<file path="src/rtl/vfpf_pkg.sv">
package vfpf_pkg;

  localparam int unsigned SET_DEPTH = 4096;
  localparam int unsigned ADDR_W    = $clog2(SET_DEPTH);
  localparam int unsigned CNT_W     = $clog2(SET_DEPTH + 1);
  localparam int unsigned COORD_W   = 32;
  localparam int unsigned EDGE_W    = 25;
  localparam int unsigned KEY_W     = 3 * COORD_W;
  localparam int unsigned STEP_W    = $clog2(COORD_W);
  localparam logic [EDGE_W-1:0] EDGE_RESET = EDGE_W'(256);

  typedef struct packed {
    logic signed [COORD_W-1:0] coord_x;
    logic signed [COORD_W-1:0] coord_y;
    logic signed [COORD_W-1:0] coord_z;
    logic        [31:0]        intensity_bits;
    logic                      new_cloud;
  } in_item_t;

  typedef struct packed {
    logic signed [COORD_W-1:0] out_x;
    logic signed [COORD_W-1:0] out_y;
    logic signed [COORD_W-1:0] out_z;
    logic        [31:0]        out_intensity;
    logic                      keep;
    logic                      set_full;
  } out_item_t;

  // controller -> datapath
  typedef struct packed {
    logic load;       // capture item, arm dividers
    logic div_step;   // one quotient bit on all three axes
    logic srch_init;  // rewind the key scan
    logic srch_step;  // advance the key scan
    logic hit;        // key found: drop
    logic miss;       // key not found: insert or flag full
    logic out_load;   // move result into output register
  } vfpf_cmd_t;

  // datapath -> controller
  typedef struct packed {
    logic match;
    logic exhausted;
  } vfpf_sts_t;

endpackage

</file>
<file path="src/rtl/vfpf_ctrl.sv">
module vfpf_ctrl (
  input  logic                clk,
  input  logic                rst_n,
  input  logic                in_valid,
  output logic                in_stall,
  output logic                out_valid,
  input  logic                out_stall,
  input  vfpf_pkg::vfpf_sts_t sts,
  output vfpf_pkg::vfpf_cmd_t cmd
);

  typedef enum logic [3:0] {
    ST_IDLE = 4'b0001,
    ST_DIV  = 4'b0010,
    ST_SRCH = 4'b0100,
    ST_FIN  = 4'b1000
  } state_t;

  state_t                        state_r, state_nxt;
  logic [vfpf_pkg::STEP_W-1:0]   step_r, step_nxt;
  logic                          out_valid_r, out_valid_nxt;
  logic                          out_free;

  assign in_stall  = (state_r != ST_IDLE);
  assign out_valid = out_valid_r;
  assign out_free  = !out_valid_r || !out_stall;

  always_comb begin
    state_nxt     = state_r;
    step_nxt      = step_r;
    out_valid_nxt = out_valid_r && out_stall;
    cmd           = '0;
    unique case (state_r)
      ST_IDLE: begin
        if (in_valid) begin
          cmd.load  = 1'b1;
          step_nxt  = '1;
          state_nxt = ST_DIV;
        end
      end
      ST_DIV: begin
        cmd.div_step = 1'b1;
        step_nxt     = step_r - 1'b1;
        if (step_r == '0) begin
          cmd.srch_init = 1'b1;
          state_nxt     = ST_SRCH;
        end
      end
      ST_SRCH: begin
        if (sts.match) begin
          cmd.hit   = 1'b1;
          state_nxt = ST_FIN;
        end else if (sts.exhausted) begin
          cmd.miss  = 1'b1;
          state_nxt = ST_FIN;
        end else begin
          cmd.srch_step = 1'b1;
        end
      end
      ST_FIN: begin
        if (out_free) begin
          cmd.out_load  = 1'b1;
          out_valid_nxt = 1'b1;
          state_nxt     = ST_IDLE;
        end
      end
      default: begin
        state_nxt = ST_IDLE;
      end
    endcase
  end

  always_ff @(posedge clk) begin
    if (!rst_n) begin
      state_r     <= ST_IDLE;
      step_r      <= '0;
      out_valid_r <= 1'b0;
    end else begin
      state_r     <= state_nxt;
      step_r      <= step_nxt;
      out_valid_r <= out_valid_nxt;
    end
  end

endmodule

</file>
<file path="config.mk">
export PLATFORM = sky130hd
export DESIGN_NAME = vfpf_ctrl
export DESIGN_NICKNAME = d
export VERILOG_FILES = /design/src/rtl/vfpf_pkg.sv /design/src/rtl/vfpf_ctrl.sv
export SDC_FILE = /design/constraint.sdc
export NUM_CORES = 1
export LEC_CHECK = 0
export BUFFER_PORTS_ARGS = -buffer_cell sky130_fd_sc_hd__buf_2
export CAP_MARGIN = 30
export CORE_MARGIN = 3
export CORE_UTILIZATION = 40
export CTS_CLUSTER_DIAMETER = 150
export CTS_CLUSTER_SIZE = 12
export DETAILED_ROUTE_END_ITERATION = 10
export GPL_TIMING_DRIVEN = 1
export HOLD_SLACK_MARGIN = 0.03
export PLACE_DENSITY_LB_ADDON = 0.25
export SYNTH_ARGS = -nofsm -noshare
export SYNTH_HDL_FRONTEND = slang
export SYNTH_SLANG_ARGS = --single-unit
</file>
<file path="constraint.sdc">
create_clock -name clk -period 4.1 [get_ports clk]
set_input_delay 0 -clock clk [delete_from_list [all_inputs] [get_ports clk]]
set_output_delay 0 -clock clk [all_outputs]
set_load 0.01 [all_outputs]
</file>
==> summary.md <==
| Metric | Value |
|---|---|
| Status | `completed` |
| Placer Congestion | `around 0.8` |
| Arrival time worst endpoint | `1.82 ns` |
| CTS tree | `done` |
| Vias | `approximately 500` |
| HP Class | `primary input to register` |
| Power per cell area | `~380 nW/um^2` |
| DPL Wire Length | `approximately 810 um` |
| Max-Cap Viols | `0` |
| IO Pins | `15` |
| Part of the cycle the worst path needs | `0.444` |
| Post-layout util | `0.539` |
| DRC errors left | `0` |
| Critical Path End Type | `output port` |
| Commonest non-fill, non-tap cell in the layout | `buf_2` |
| # setup viols final | `0` |
| P_leak | `approximately 0.32 nW` |
| Reg2reg setup slack | `2.43 ns` |
| Worst Path Max Fanout | `7` |
| First-pass GRT wire length | `1.85 mm` |
| CP cell instances | `or4b_1 > inv_2 > nand2_1 > nor2_1 > buf_2` |
| Die height | `around 43 um` |
| Setup TNS | `0 ns` |
| Final Hold Fails | `0` |
| Slowest-stage cell, CP | `or4b_1` |
| Crit path from | `state_r[0]` |
| Nets | `85` |
| Worst endpoint required time | `4.10 ns` |
| Core Area | `approximately 1200 um^2` |
| Routed WL | `1.07 mm` |
| Worst Skew | `between 0.01 and 0.015 ns` |
| Postcts setup bufs | `0` |
| Max-slew violation count | `0` |
| Synth area leaders | `dfxtp_1, nand2_1, inv_1` |
| Antenna cells | `0` |
| Worst reg2reg startpoint | `state_r[0]` |
| Worst-Margin Slew | `around 0.54 ns` |
| Vias in the first global route | `426` |
| Relative slew slack | `0.636` |
| Worst path depth | `5` |
| WP buf/inv | `2` |
| Seq cells post-synth | `10` |
| Fmax | `roughly 550 MHz` |
| Congestion Overflow GR | `0` |
| Synthesized area | `541 um^2` |
| Number of distinct library cells after synthesis | `29` |
| Vias per cell | `5.46` |
| Share of cells above drive strength 1 | `0.289` |
| IO buf count | `14` |
| Die area | `roughly 1800 um^2` |
| Critical path's top delay family | `simple AND/OR/NAND/NOR gates` |
| Initial Util | `0.456` |
| Most frequent cells in the layout | `buf_2, dfxtp_1, nand2_1, inv_1, nor2_1` |
| Final ANT Viol Nets | `0` |
| Worst-case reg-to-reg path depth | `4` |
| Antenna violations before repair | `0` |
| Reg clk slew, reported paths | `about 0.070 ns` |
| Crit path kind | `register to output port` |
| Reg-to-Reg End | `state_r[0]` |
| WL per Instance | `around 12 um` |
| Total GRT Usage | `0.136` |
| Clk_lat worst skew | `~0.27 ns` |
| Synth Instances | `60` |
| Hold buffer count at cts | `0` |
| Row cnt | `12` |
| Num CTS Buffers | `3` |
| Clock sink count | `10` |
| Iter 0 DRT Violations | `12` |
| Fill cells | `~120` |
| H-tree depth | `1` |
| Largest net degree at the start of global routing | `10` |
| Final min period | `approximately 1.8 ns` |
| Cell accounting for the most synthesized area | `dfxtp_1` |
| CTS Buffer Depth | `2` |
| Yosys warns | `0` |
| Seq/Total Area, Yosys | `0.370` |
| Worst path max stage delay | `0.70 ns` |
| Root Buffer | `clkbuf_4` |
| Die span in x | `42.8 um` |
| Min-delay src | `rst_n` |
| Drt pass-1 iters | `4` |
| VDD IR max | `about 190 uV` |
| Unrepaired setup endpoints after global routing | `false` |
| Hold_ws | `just under 0.05 ns` |
| Post-cts sizing count | `0` |
| Syn-to-layout area delta | `18.3%` |
| Mean Syn Cell Area | `~9.0 um^2` |
| Post-Syn Nets | `67` |
| Setup crit start kind | `register` |
| CP Capture Point | `cmd[4]` |
| Yosys top cell area share | `0.370` |
==> per-stage QoR <==
stage / setup WS, ns / cells / cell area [um^2] / power (mW)
after CTS: 2.28 / 90 / 639 / 0.248
after floorplan: 2.55 / 60 / 541 / 0.164
after global routing: 2.14 / 90 / 639 / 0.264
after global placement: 2.48 / 87 / 617 / 0.179
after detailed placement: 2.43 / 87 / 617 / 0.180
final: 2.28 / 90 / 639 / 0.244
==> where the power goes <==
part           switching (mW)  total (mW)  internal (mW)
sequential             0.0132       0.122          0.108
combinational          0.0291      0.0564         0.0274
clock                  0.0319      0.0657         0.0338
total                  0.0741       0.244          0.170
==> synth_stat cells (all sizes together) <==
| master | n |
|---|---|
| dfxtp | 10 |
| inv | 7 |
| nand2 | 7 |
| nor2 | 5 |
| a21boi | 3 |
| nor3 | 3 |
| or4b | 3 |
| a21oi | 2 |
| nor4b | 2 |
| o211a | 2 |
| o21ai | 2 |
| a31o | 1 |
| and3 | 1 |
| and3b | 1 |
| buf | 1 |
| ha | 1 |
| nand3 | 1 |
| nor3b | 1 |
| nor4 | 1 |
| o21a | 1 |
| o21bai | 1 |
| o311a | 1 |
| o32ai | 1 |
| xnor2 | 1 |
| xor2 | 1 |
==> area by class of cell <==
type	count	area [um^2]	area share
multi-input cells	42	303	0.474
clock buffers	3	22.5	0.0352
inverters	7	26.3	0.0411
well taps	14	17.5	0.0274
flip-flops and latches	10	200	0.313
repair buffers	14	70.1	0.110
==> worst min-delay path by stage <==
stage / end / slack (ns) / cells past startpoint
2_1_floorplan: cmd[3] / 0.06 / 1
3_3_place_gp: cmd[0] / 0.27 / 3
3_5_place_dp: cmd[0] / 0.27 / 3
4_1_cts: state_r[2] / 0.04 / 2
5_1_grt: step_r[0] / 0.04 / 2
6_report: state_r[2] / 0.05 / 2
==> layer usage <==
layer / vias up / GRT usage / part of all wire
li1: 253 / - / -
met1: 219 / 0.196 / 0.52
met2: 17 / 0.159 / 0.39
met3: 2 / 0.0763 / 0.078
met4: 0 / 0.0559 / 0.0075
met5: - / 0 / 0
==> sequential cells by signal, indices dropped and copies added (netlist names) <==
signal,count
step_r,5
state_r,4
out_valid,1
==> cells by family after synthesis <==
logic type / share of synthesized area
buffers and inverters: 0.0694
adders and majority gates: 0.0231
DFF: 0.370
xor gates and xnor gates: 0.0324
and+or+nand+nor: 0.296
AOI/OAI and AO/OA: 0.208
==> worst register-to-register path, stage by stage, from the launching register on <==
cell and delay, ns:
dfxtp_1 0.32, or4b_1 0.70, o32ai_2 0.21, nor3_1 0.10
a31o_1 0.24
(Power assumes the default switching activity.)
